==> config.mk <==
export PLATFORM = sky130hd
export DESIGN_NAME = bitmap_id_allocator
export DESIGN_NICKNAME = d
export VERILOG_FILES = /design/src/bia_pkg.sv /design/src/bia_ram.sv /design/src/bia_ffz.sv /design/src/bitmap_id_allocator.sv
export SDC_FILE = /design/constraint.sdc
export NUM_CORES = 1
export LEC_CHECK = 0
export ABC_AREA = 1
export BUFFER_PORTS_ARGS = -buffer_cell sky130_fd_sc_hd__buf_2
export CORE_MARGIN = 2
export CORE_UTILIZATION = 35
export CTS_CLUSTER_SIZE = 8
export DETAILED_ROUTE_END_ITERATION = 16
export HOLD_SLACK_MARGIN = 0.1
export PLACE_DENSITY = 0.59
export SETUP_SLACK_MARGIN = 0.05
export SYNTH_ARGS = -nofsm -noshare
export SYNTH_HDL_FRONTEND = slang
export SYNTH_SLANG_ARGS = --single-unit
==> constraint.sdc <==
create_clock -name clk_i -period 5.8 [get_ports clk_i]
set_clock_uncertainty 0.05 [all_clocks]
set_input_delay 0.29 -clock clk_i [delete_from_list [all_inputs] [get_ports clk_i]]
set_output_delay 0.29 -clock clk_i [all_outputs]
set_load 0.02 [all_outputs]
==> src/bia_pkg.sv <==
// ----------------------------------------------------------------------------
// bia_pkg: shared types and constants of the bitmap identifier allocator
// Sizes of the in-use map and its word layout, payload structs and codes.
// ----------------------------------------------------------------------------
`default_nettype none

package bia_pkg;

  localparam int unsigned NUM_IDS = 1024;
  localparam int unsigned WORD_W  = 32;
  localparam int unsigned ROWS    = NUM_IDS / WORD_W;
  localparam int unsigned ROW_W   = $clog2(ROWS);
  localparam int unsigned BIT_W   = $clog2(WORD_W);
  localparam int unsigned SLOT_W  = ROW_W + BIT_W;
  localparam int unsigned CNT_W   = $clog2(NUM_IDS + 1);
  localparam int unsigned ID_W    = 17;
  localparam int unsigned BASE_W  = 16;
  localparam int unsigned KIND_W  = 2;
  localparam int unsigned STAT_W  = 2;

  localparam logic [BASE_W-1:0] BASE_RESET = BASE_W'(100);

  typedef enum logic [KIND_W-1:0] {
    KIND_ALLOC   = 2'd0,
    KIND_RELEASE = 2'd1,
    KIND_STATUS  = 2'd2,
    KIND_SPARE   = 2'd3
  } kind_e;

  typedef enum logic [STAT_W-1:0] {
    STAT_OK        = 2'd0,
    STAT_NONE_FREE = 2'd1,
    STAT_RANGE     = 2'd2,
    STAT_NOT_USED  = 2'd3
  } status_e;

  typedef enum logic [1:0] {
    S_IDLE,
    S_REL_CHK,
    S_SCAN
  } state_e;

  typedef struct packed {
    logic [KIND_W-1:0] kind;
    logic [ID_W-1:0]   release_id;
  } req_t;

  typedef struct packed {
    logic [ID_W-1:0]   granted_id;
    logic [STAT_W-1:0] status;
    logic [CNT_W-1:0]  free_count;
    logic [ID_W-1:0]   first_free_id;
    logic              none_free;
  } rsp_t;

  // find-first-zero result of one map word
  typedef struct packed {
    logic             found;
    logic [BIT_W-1:0] pos;
  } ffz_res_t;

endpackage

`default_nettype wire

==> src/bia_ram.sv <==
// ----------------------------------------------------------------------------
// bia_ram: generic single-clock RAM
// One write port and one read port; read data registered.
// ----------------------------------------------------------------------------
`default_nettype none

module bia_ram #(
  parameter int unsigned WIDTH = 32,
  parameter int unsigned DEPTH = 32
) (
  input  wire                      clk_i,
  input  wire                      we_i,
  input  wire  [$clog2(DEPTH)-1:0] waddr_i,
  input  wire  [WIDTH-1:0]         wdata_i,
  input  wire  [$clog2(DEPTH)-1:0] raddr_i,
  output logic [WIDTH-1:0]         rdata_o
);

  logic [WIDTH-1:0] mem_q [DEPTH];

  always_ff @(posedge clk_i) begin
    if (we_i) begin
      mem_q[waddr_i] <= wdata_i;
    end
    rdata_o <= mem_q[raddr_i];
  end

endmodule

`default_nettype wire

==> src/bia_ffz.sv <==
// ----------------------------------------------------------------------------
// bia_ffz: find-first-zero unit
// Binary search for the lowest clear bit of one map word.
// ----------------------------------------------------------------------------
`default_nettype none

module bia_ffz (
  input  wire  [bia_pkg::WORD_W-1:0] word_i,
  output bia_pkg::ffz_res_t          res_o
);
  import bia_pkg::*;

  always_comb begin
    logic [WORD_W-1:0] free_bits;
    logic [WORD_W-1:0] win;
    logic [WORD_W-1:0] mask;
    logic [BIT_W-1:0]  pos;
    int unsigned       half;
    free_bits = ~word_i;
    pos       = '0;
    for (int l = BIT_W - 1; l >= 0; l--) begin
      half = 1 << l;
      win  = free_bits >> pos;
      mask = {WORD_W{1'b1}} >> (WORD_W - half);
      // low half of the window empty: move to the upper half
      if ((win & mask) == '0) begin
        pos = pos | BIT_W'(half);
      end
    end
    res_o.found = |free_bits;
    res_o.pos   = pos;
  end

endmodule

`default_nettype wire

==> src/bitmap_id_allocator.sv <==
// ----------------------------------------------------------------------------
// bitmap_id_allocator: first-fit identifier allocator over an in-use bitmap
// Sequencer, map memory and word scan for allocate, release and status.
// ----------------------------------------------------------------------------
// Usage: drive req_i and raise start; the word is taken at a clock edge where
// start is high and busy is low. busy stays high while the item is worked on.
// The result is shown on result_o for one cycle with result_valid_o high, in
// the first cycle busy is low again; the receiver has no way to stall it, and
// a new word may be taken at the edge that ends that cycle. base_id is written
// through cfg_valid_i / cfg_data_i; cfg_ready_o is high only while idle with
// no word offered, so a write never lands on an item in flight.
// The map is 32 words of 32 bits in a RAM, scanned one word per cycle through
// one find-first-zero unit. A scan stops at the first word with a clear bit
// or after the last word. A status item is one scan; a release in range checks
// its word first and then scans; an allocate scans up to the granted word and
// then rescans from that word.
// Reset clears a valid bit per map word at once, so every identifier is free
// right after reset with no clearing pass; base_id returns to 100.
// ----------------------------------------------------------------------------
`default_nettype none

module bitmap_id_allocator (
  input  wire                        clk_i,
  input  wire                        rst_ni,
  input  wire                        start,
  output logic                       busy,
  input  bia_pkg::req_t              req_i,
  output logic                       result_valid_o,
  output bia_pkg::rsp_t              result_o,
  input  wire                        cfg_valid_i,
  output logic                       cfg_ready_o,
  input  wire  [bia_pkg::BASE_W-1:0] cfg_data_i
);
  import bia_pkg::*;

  state_e            state_q, state_d;
  logic              alloc_pass_q, alloc_pass_d;
  logic [ROW_W:0]    scan_row_q, scan_row_d;
  logic              eval_vld_q, eval_vld_d;
  logic [ROW_W-1:0]  eval_row_q, eval_row_d;
  logic [SLOT_W-1:0] rel_slot_q, rel_slot_d;
  status_e           status_q, status_d;
  logic [ID_W-1:0]   granted_q, granted_d;
  logic [CNT_W-1:0]  free_q, free_d;
  logic [BASE_W-1:0] base_q;
  logic [ROWS-1:0]   row_vld_q, row_vld_d;
  rsp_t              res_q, res_d;
  logic              res_vld_q, res_vld_d;

  logic              ram_we;
  logic [ROW_W-1:0]  ram_waddr;
  logic [WORD_W-1:0] ram_wdata;
  logic [ROW_W-1:0]  ram_raddr;
  logic [WORD_W-1:0] ram_rdata;

  logic [WORD_W-1:0] scan_word;
  ffz_res_t          ffz;

  // release range check on the incoming word
  logic [ID_W-1:0]   rel_lo;
  logic [ID_W-1:0]   rel_diff;
  logic              rel_oor;
  logic [SLOT_W-1:0] rel_idx;

  assign rel_lo   = ID_W'({1'b0, base_q}) + ID_W'(1);
  assign rel_diff = req_i.release_id - rel_lo;
  assign rel_oor  = (req_i.release_id < rel_lo) || (rel_diff >= ID_W'(NUM_IDS));
  assign rel_idx  = rel_diff[SLOT_W-1:0];

  function automatic logic [ID_W-1:0] slot_id(logic [BASE_W-1:0] base,
                                               logic [SLOT_W-1:0] slot);
    return ID_W'({1'b0, base}) + ID_W'(slot) + ID_W'(1);
  endfunction

  bia_ram #(
    .WIDTH(WORD_W),
    .DEPTH(ROWS)
  ) u_map (
    .clk_i  (clk_i),
    .we_i   (ram_we),
    .waddr_i(ram_waddr),
    .wdata_i(ram_wdata),
    .raddr_i(ram_raddr),
    .rdata_o(ram_rdata)
  );

  // a word never written reads as all free
  assign scan_word = row_vld_q[eval_row_q] ? ram_rdata : '0;

  bia_ffz u_ffz (
    .word_i(scan_word),
    .res_o (ffz)
  );

  always_comb begin
    logic [ROW_W-1:0]  rel_row;
    logic [WORD_W-1:0] rel_word;
    logic [WORD_W-1:0] rel_mask;
    logic [SLOT_W-1:0] slot;
    rel_row      = rel_slot_q[SLOT_W-1:BIT_W];
    rel_word     = row_vld_q[rel_row] ? ram_rdata : '0;
    rel_mask     = WORD_W'(1) << rel_slot_q[BIT_W-1:0];
    slot         = {eval_row_q, ffz.pos};

    state_d      = state_q;
    alloc_pass_d = alloc_pass_q;
    scan_row_d   = scan_row_q;
    eval_vld_d   = eval_vld_q;
    eval_row_d   = eval_row_q;
    rel_slot_d   = rel_slot_q;
    status_d     = status_q;
    granted_d    = granted_q;
    free_d       = free_q;
    row_vld_d    = row_vld_q;
    res_d        = res_q;
    res_vld_d    = 1'b0;
    ram_we       = 1'b0;
    ram_waddr    = eval_row_q;
    ram_wdata    = '0;
    ram_raddr    = scan_row_q[ROW_W-1:0];

    case (state_q)
      S_IDLE: begin
        ram_raddr = rel_idx[SLOT_W-1:BIT_W];
        if (start) begin
          alloc_pass_d = (req_i.kind == KIND_ALLOC);
          status_d     = STAT_OK;
          granted_d    = '0;
          scan_row_d   = '0;
          eval_vld_d   = 1'b0;
          rel_slot_d   = rel_idx;
          state_d      = S_SCAN;
          if (req_i.kind == KIND_RELEASE) begin
            if (rel_oor) begin
              status_d = STAT_RANGE;
            end else begin
              state_d = S_REL_CHK;
            end
          end
        end
      end

      S_REL_CHK: begin
        if ((rel_word & rel_mask) != '0) begin
          ram_we             = 1'b1;
          ram_waddr          = rel_row;
          ram_wdata          = rel_word & ~rel_mask;
          row_vld_d[rel_row] = 1'b1;
          free_d             = free_q + CNT_W'(1);
        end else begin
          status_d = STAT_NOT_USED;
        end
        state_d = S_SCAN;
      end

      S_SCAN: begin
        // issue the next word read; evaluate the word read last cycle
        if (scan_row_q < (ROW_W + 1)'(ROWS)) begin
          eval_vld_d = 1'b1;
          eval_row_d = scan_row_q[ROW_W-1:0];
          scan_row_d = scan_row_q + (ROW_W + 1)'(1);
        end else begin
          eval_vld_d = 1'b0;
        end
        if (eval_vld_q) begin
          if (ffz.found) begin
            if (alloc_pass_q) begin
              // claim the slot, then rescan from this word
              ram_we                = 1'b1;
              ram_waddr             = eval_row_q;
              ram_wdata             = scan_word | (WORD_W'(1) << ffz.pos);
              row_vld_d[eval_row_q] = 1'b1;
              free_d                = free_q - CNT_W'(1);
              granted_d             = slot_id(base_q, slot);
              alloc_pass_d          = 1'b0;
              scan_row_d            = {1'b0, eval_row_q};
              eval_vld_d            = 1'b0;
            end else begin
              res_d.granted_id    = granted_q;
              res_d.status        = status_q;
              res_d.free_count    = free_q;
              res_d.first_free_id = slot_id(base_q, slot);
              res_d.none_free     = 1'b0;
              res_vld_d           = 1'b1;
              state_d             = S_IDLE;
            end
          end else if (eval_row_q == ROW_W'(ROWS - 1)) begin
            // an allocate that took the last free slot still reports its id
            res_d.granted_id    = granted_q;
            res_d.status        = alloc_pass_q ? STAT_NONE_FREE : status_q;
            res_d.free_count    = free_q;
            res_d.first_free_id = '0;
            res_d.none_free     = 1'b1;
            res_vld_d           = 1'b1;
            state_d             = S_IDLE;
          end
        end
      end

      default: begin
        state_d = S_IDLE;
      end
    endcase
  end

  always_ff @(posedge clk_i or negedge rst_ni) begin
    if (!rst_ni) begin
      state_q   <= S_IDLE;
      eval_vld_q <= 1'b0;
      free_q    <= CNT_W'(NUM_IDS);
      base_q    <= BASE_RESET;
      row_vld_q <= '0;
      res_vld_q <= 1'b0;
    end else begin
      state_q    <= state_d;
      eval_vld_q <= eval_vld_d;
      free_q     <= free_d;
      row_vld_q  <= row_vld_d;
      res_vld_q  <= res_vld_d;
      if (cfg_valid_i && cfg_ready_o) begin
        base_q <= cfg_data_i;
      end
    end
  end

  always_ff @(posedge clk_i) begin
    alloc_pass_q <= alloc_pass_d;
    scan_row_q   <= scan_row_d;
    eval_row_q   <= eval_row_d;
    rel_slot_q   <= rel_slot_d;
    status_q     <= status_d;
    granted_q    <= granted_d;
    res_q        <= res_d;
  end

  assign busy           = (state_q != S_IDLE);
  // hold base_id writes off while an item is taken or worked on
  assign cfg_ready_o    = !busy && !start;
  assign result_valid_o = res_vld_q;
  assign result_o       = res_q;

  a_strobe_single: assert property (@(posedge clk_i) disable iff (!rst_ni)
    result_valid_o |=> !result_valid_o)
    else $error("result strobe held longer than one cycle");

  a_accept_busy: assert property (@(posedge clk_i) disable iff (!rst_ni)
    (start && !busy) |=> busy)
    else $error("accepted word did not raise busy");

  a_none_free_count: assert property (@(posedge clk_i) disable iff (!rst_ni)
    result_valid_o |-> (result_o.none_free == (result_o.free_count == '0)))
    else $error("none_free disagrees with free count");

  a_write_busy: assert property (@(posedge clk_i) disable iff (!rst_ni)
    ram_we |-> busy)
    else $error("map written while idle");

endmodule

`default_nettype wire
==> flow_summary_export.csv, run 1 <==
group,metric,value,unit
critical_path,slowest_stage,"edfxtp_1",
status,run_status,"complete, no violations",
floorplan,floorplan.rows,141,
logic_synthesis,synth.distinct_cells,51,
clock_network,tritoncts_clock_tree,"yes",
critical_path,worst_path_dominant_cell_family,"simple AND/OR/NAND/NOR gates",
logic_synthesis,number_of_synthesized_register_bits,1208,
timing,final_hold_violation_count,0,
logic_synthesis,synthesis.yosys.warnings,0,
critical_path,end_kind,"register",
logic_synthesis,asyncSetResetFlopFracSynth,5.215,%
floorplan,die_x,389.6,um
drt,detailroute.via_count,37840,
critical_path,worstPathMaxFanout,19,
timing,tightestPinTransition,1.131,ns
logic_synthesis,top_ff_cell_synth,"edfxtp_1",
grt,grt_usage,20.58,%
drt,avgRoutedWirePerCell,23.32,um
timing,drv_slew,0,
critical_path,path_common_cell,"nand2_1",
grt,first_global_vias,36130,
run,timing.max_cap.violations,0,
timing,finalSetupTns,0,ns
floorplan,die_area,151800,um2
critical_path,crit_type,"register to register",
critical_path,critPathBufInv,4,
logic_synthesis,post_synth_instance_area,52040,um2
placement,routabilityCongestion,0.9564,
critical_path,critPathMaxStageDelay,0.50,ns
logic_synthesis,synthesis.nets,4666,
drt,ant_nets,0,
logic_synthesis,synth_enable_flop_cells,1113,
timing,rsz_0062_raised_after_global_routing,"no",
grt,maximum_number_of_pins_on_one_net_before_global_route_repair,124,
clock_network,clk-insertion-delay-late,0.83,ns
drt,detail_route.vias_per_cell,5.537,
placement,dp_hpwl,93040,um
floorplan,initial_utilization,35.24,%
critical_path,timing.critical_path.from_type,"register",
clock_network,max-clock-path-buffers,3,
worst_hold_path,hold_path.class,"primary input to register",
floorplan,chipHeight,389.6,um
critical_path,critPathRequiredTime,6.24,ns
drt,routed-wl-met2,75140,um
drt,detailroute.wirelength.met3,11180,um
timing,setup_viol,0,
timing,layout_min_cycle_time,5.247,ns
logic_synthesis,proportion_of_netlist_area_held_by_the_largest_area_contributor,64.22,%
logic_synthesis,synth_area_leaders,"edfxtp_1 64%, a21oi_1 5.8%, nand2_1 5.0%",
placement,port_buf_inserts,89,
logic_synthesis,gate_count_after_technology_mapping,4584,
timing,hold-worst-slack,0.1604,ns
layout,final_layout_size_suffix_gt1_share,12.73,%
floorplan,fp.coreArea,147700,um2
timing,final_min_period_over_clock_period,90.47,%
logic_synthesis,yosysTopAreaCell,"edfxtp_1",
timing,max_slew_margin,24.17,%
floorplan,io-pin-count,90,
logic_synthesis,syn_avg_cell_area,11.35,um2
grt,grt-ovfl-total,0,
drt,routed_wl,159400,um
timing,fmax,190.6,MHz
grt,initial_antenna_violation_count,2,
clock_network,cts_max_level,4,
drt,detailedRoute.firstPassIterationCount,7,
drt,drt_drc_violations_left,0,
grt,grt_first_pass_wirelength,236800,um
critical_path,critical_path_arrival,5.69,ns
layout,finalNetCount,4908,
clock_network,ctsRootBufferMaster,"clkbuf_16",
drt,highest_layer,"met4",
clock_network,path_clk_slew,0.05,ns
layout,area_growth,19.71,%
drt,detail_route.wirelength.met1,68400,um
drt,detailedRoute.firstIterationViolations,3872,
clock_network,clock_sink_count,1208,
clock_network,cts_buffers,170,
logic_synthesis,synth.yosys.seq_area_share,68.49,%
layout,num-fill-cells,13690,
## cell usage in the layout, fill, tap and decap left out, types with 59 or more instances in the layout
master and n:
edfxtp_1 1113, nor2_1 406, buf_2 89, inv_1 156, dfrtp_1 59, o32ai_1 131, nand3_1 239, clkbuf_1 61
nand2_1 697, buf_12 71, o21ai_0 393, buf_4 151, a21oi_1 577, clkbuf_16 170
## cell families (layout without fill, tap and decap cells)
| family | count (synthesis) | count (layout) | share of synthesized area (%) |
|---|---|---|---|
| fa+ha+maj | 43 | 43 | 1.077 |
| flops | 1208 | 1208 | 68.49 |
| buf+inv | 470 | 789 | 3.452 |
| other cells | 0 | 1 | 0 |
| simple gates | 1490 | 1490 | 11.89 |
| xor+xnor | 51 | 51 | 0.8583 |
| compound gates | 1320 | 1320 | 14.19 |
| mux | 2 | 2 | 0.04327 |
## cell type report
cell class | count | area (um2) | area share [%]
clock buffer | 231 | 4483 | 7.196
timing repair buffer | 369 | 3582 | 5.750
inverter | 171 | 659.4 | 1.058
clock inverter | 18 | 429.2 | 0.6889
sequential | 1208 | 35640 | 57.21
multi-input combinational | 2906 | 15090 | 24.21
antenna | 1 | 2.502 | 0.004017
tap | 1930 | 2415 | 3.876
## worst min-delay path, delay by kind of cell
family | cells | cell delay (ns)
adder cells (fa/ha/maj) | 1 | 0.17
XOR/XNOR | 1 | 0.08
AND/OR/NAND/NOR | 5 | 0.26
buffers and inverters | 1 | 0.08
## layer usage
metal | GRT usage, % | vias to the layer above
li1 | - | 17200
met1 | 28.70 | 18760
met2 | 32.92 | 1600
met3 | 2.979 | 282
met4 | 6.977 | 0
met5 | 0 | -
## cells in the mapped netlist (all sizes together) (7+ instances only)
master and n:
buf 34, nor2 450, o2111ai 7, xor2 35
a21oi 608, dfxtp 32, clkinv 8, o21ai 429
xnor2 16, nand2 715, inv 163, a22oi 31
clkbuf 265, dfrtp 59, o32ai 131, ha 40
o22ai 57, nor4 13, nand4 16, edfxtp 1113
a31oi 32, nand3 244, nor3 46
## flip-flops by register name, summed over array words and instances (netlist names), 6 cells and up
name,flops
base_q,16
free_q,11
u_map.rdata_o,32
scan_row_q,6
result_o,48
row_vld_q,32
rel_slot_q,10
u_map.mem_q,1024
granted_q,17
## worst paths after layout
| path | from | end | slack (ns) | cells past startpoint |
|---|---|---|---|---|
| min in group asynchronous | rst_ni | free_q[9] | 0.19 | 3 |
| max | eval_row_q[3] | result_o[15] | 0.55 | 33 |
| min | req_i[14] | status_q[1] | 0.16 | 8 |
| min reg2reg | granted_q[7] | result_o[38] | 0.37 | 0 |
| max in group asynchronous | rst_ni | row_vld_q[18] | 4.84 | 3 |
| max reg2reg | eval_row_q[3] | result_o[15] | 0.55 | 33 |
## through the flow
step | std cells | area [um2] | setup WS [ns] | utilization [%]
final | 6834 | 62300 | 0.5526 | 42.19
after global routing | 6833 | 62300 | 0.05149 | 42.19
after CTS | 6823 | 62180 | 0.2347 | 42.11
after detailed placement | 6517 | 56700 | 0.2653 | 38.40
after global placement | 6517 | 56700 | 0.2519 | 38.40
after floorplan | 4584 | 52040 | 0.7760 | -
## repair_timing
| item | in CTS | in global routing |
|---|---|---|
| hold buffers | 57 | 0 |
| setup endpoints to repair | 0 | 8 |
| resized for setup | 0 | 12 |
| setup buffers | 0 | 10 |
| hold endpoints to repair | 92 | 0 |
Power of run 1 is not shown: default switching activity piles up to over one toggle a cycle in this logic, so the estimate is an artifact.
==> inputs of run 2 (changes only) <==
--- a/config.mk
+++ b/config.mk
@@ -13,6 +13,7 @@
 export DETAILED_ROUTE_END_ITERATION = 16
 export HOLD_SLACK_MARGIN = 0.1
 export PLACE_DENSITY = 0.59
+export RECOVER_POWER = 25
 export SETUP_SLACK_MARGIN = 0.05
 export SYNTH_ARGS = -nofsm -noshare
 export SYNTH_HDL_FRONTEND = slang
==> flow_summary_export.csv, run 2 (synthesis gave the netlist of run 1 again) <==
group,metric,value,unit
status,run_status,"complete, but fails checks",
status,violations_in_the_final_reports,"capacitance limit, slew limit",
timing,drv_slew,110,
worst_hold_path,hold_path.class,"primary input to register",
floorplan,fp.coreArea,147700,um2
clock_network,tritoncts_clock_tree,"yes",
timing,finalSetupTns,0,ns
critical_path,worstPathMaxFanout,63,
timing,tightestPinTransition,3.891,ns
clock_network,max-clock-path-buffers,3,
drt,drt_drc_violations_left,0,
timing,setup_viol,0,
timing,final_min_period_over_clock_period,93.98,%
timing,layout_min_cycle_time,5.451,ns
clock_network,cts_max_level,4,
clock_network,clock_sink_count,1208,
drt,detail_route.vias_per_cell,5.536,
layout,leading_cell_type_in_the_layout_fill_and_taps_excluded,"edfxtp_1",
layout,final_core_util,42.08,%
layout,finalNetCount,4908,
placement,dp_hpwl,93040,um
layout,largest_register_ff_count,1024,
clock_network,path_clk_slew,0.05,ns
timing,fmax,183.5,MHz
timing,hold-worst-slack,0.1570,ns
critical_path,critPathRequiredTime,6.37,ns
drt,routed_wl,159500,um
worst_hold_path,worstHoldPathCells,8,
layout,area_growth,19.40,%
critical_path,cp_cell_sequence,"inv_1 > nor3_1 > nand3_1 > xor2_1 > ha_1 > nand2_1 > o21ai_0 > xor2_1 > nand2_1 > o21ai_4 > buf_12 > clkbuf_4 > o21ai_0 > o32ai_1 > o21ai_0 > o22ai_1 > nor2_1 > a31oi_1",
placement,port_buf_inserts,89,
floorplan,die_x,389.6,um
critical_path,critical_path_arrival,6.02,ns
critical_path,end_kind,"register",
floorplan,die_area,151800,um2
clock_network,cts_buffers,170,
floorplan,floorplan.rows,141,
worst_hold_path,hold_start,"req_i[14]",
timing,max_slew_margin,-159.4,%
critical_path,r2r-start,"base_q[2]",
critical_path,r2r_worst_path_depth,18,
clock_network,clk-insertion-delay-late,0.83,ns
critical_path,crit_type,"register to register",
grt,grt_first_pass_wirelength,236800,um
floorplan,io-pin-count,90,
critical_path,slowest_stage,"clkbuf_4",
timing,rsz_0062_raised_after_global_routing,"no",
grt,maximum_number_of_pins_on_one_net_before_global_route_repair,124,
placement,place_area,56700,um2
layout,finalInstanceArea,62140,um2
grt,first_global_vias,36130,
layout,final_layout_size_suffix_gt1_share,11.34,%
layout,most-common-layout-cells,"1113 x edfxtp_1, 700 x nand2_1, 581 x a21oi_1",
grt,grt-ovfl-total,0,
placement,routabilityCongestion,0.9564,
grt,initial_antenna_violation_count,2,
run,timing.max_cap.violations,3,
drt,detailedRoute.firstIterationViolations,3770,
layout,largest-register,"u_map.mem_q",
critical_path,ff2ff_setup_slack,0.35,ns
drt,detailroute.via_count,37840,
floorplan,chipHeight,389.6,um
timing,final_hold_violation_count,0,
clock_network,ctsRootBufferMaster,"clkbuf_16",
drt,avgRoutedWirePerCell,23.34,um
drt,detailedRoute.firstPassIterationCount,6,
critical_path,timing.critical_path.from_type,"register",
floorplan,initial_utilization,35.24,%
critical_path,path_common_cell,"o21ai_0",
critical_path,critPathMaxStageDelay,0.72,ns
grt,grt_usage,20.58,%
worst_hold_path,worst_hold_path.endpoint,"status_q[1]",
critical_path,worst_r2r_endpoint,"u_map.rdata_o[31]",
drt,ant_nets,0,
run 2: cell types whose count changed in the layout (fill, tap and decap cells not counted), sizes merged:
cell,before,now
buf,312,240
clkbuf,231,303
diode,1,2
run 2: per-layer routing:
layer	wire length [um]	vias to the layer above	track usage, %
li1	-	17200	-
met1	68680	18810	28.70
met2	74880	1547	32.92
met3	11190	279	2.979
met4	4752	0	6.977
met5	0	-	0
run 2: critical path: cells and delay by family (launching register included):
| kind | cells | cell delay [ns] |
|---|---|---|
| adders and majority gates | 1 | 0.32 |
| buffers and inverters | 3 | 1.10 |
| and+or+nand+nor | 5 | 0.77 |
| AOI/OAI and AO/OA | 7 | 1.80 |
| xor gates and xnor gates | 2 | 0.53 |
| DFF | 1 | 0.60 |
run 2: worst max path at each step:
| stage | from | to | cells after the start |
|---|---|---|---|
| finish | base_q[2] | u_map.rdata_o[31] | 18 |
| global route | rel_slot_q[8] | u_map.mem_q[20][0] | 20 |
| CTS | eval_row_q[3] | result_o[15] | 34 |
| detailed placement | eval_row_q[3] | result_o[15] | 34 |
| global placement | eval_row_q[0] | result_o[15] | 37 |
| floorplan | eval_row_q[0] | result_o[0] | 21 |
run 2: cell type report:
type                            count  area, um2
Fill cell                       13740      85520
Sequential cell                  1208      35640
Multi-Input combinational cell   2906      15060
Clock buffer                      231       4483
Timing Repair Buffer              369       3448
Tap cell                         1930       2415
Inverter                          171      659.4
Clock inverter                     18      429.2
Antenna cell                        2      5.005
run 2: repair_timing:
| item | 4_1_cts | 5_1_grt |
|---|---|---|
| setup buffers | 0 | 10 |
| hold buffers | 57 | 0 |
| setup endpoints to repair | 0 | 8 |
| resized for setup | 0 | 12 |
| hold endpoints to repair | 92 | 0 |
run 2: stage by stage:
stage | setup WS, ns | instances
finish | 0.3492 | 6835
global route | 0.02960 | 6833
CTS | 0.2347 | 6823
detailed placement | 0.2653 | 6517
global placement | 0.2519 | 6517
floorplan | 0.7760 | 4584
Power of run 2 is left out for the same reason.
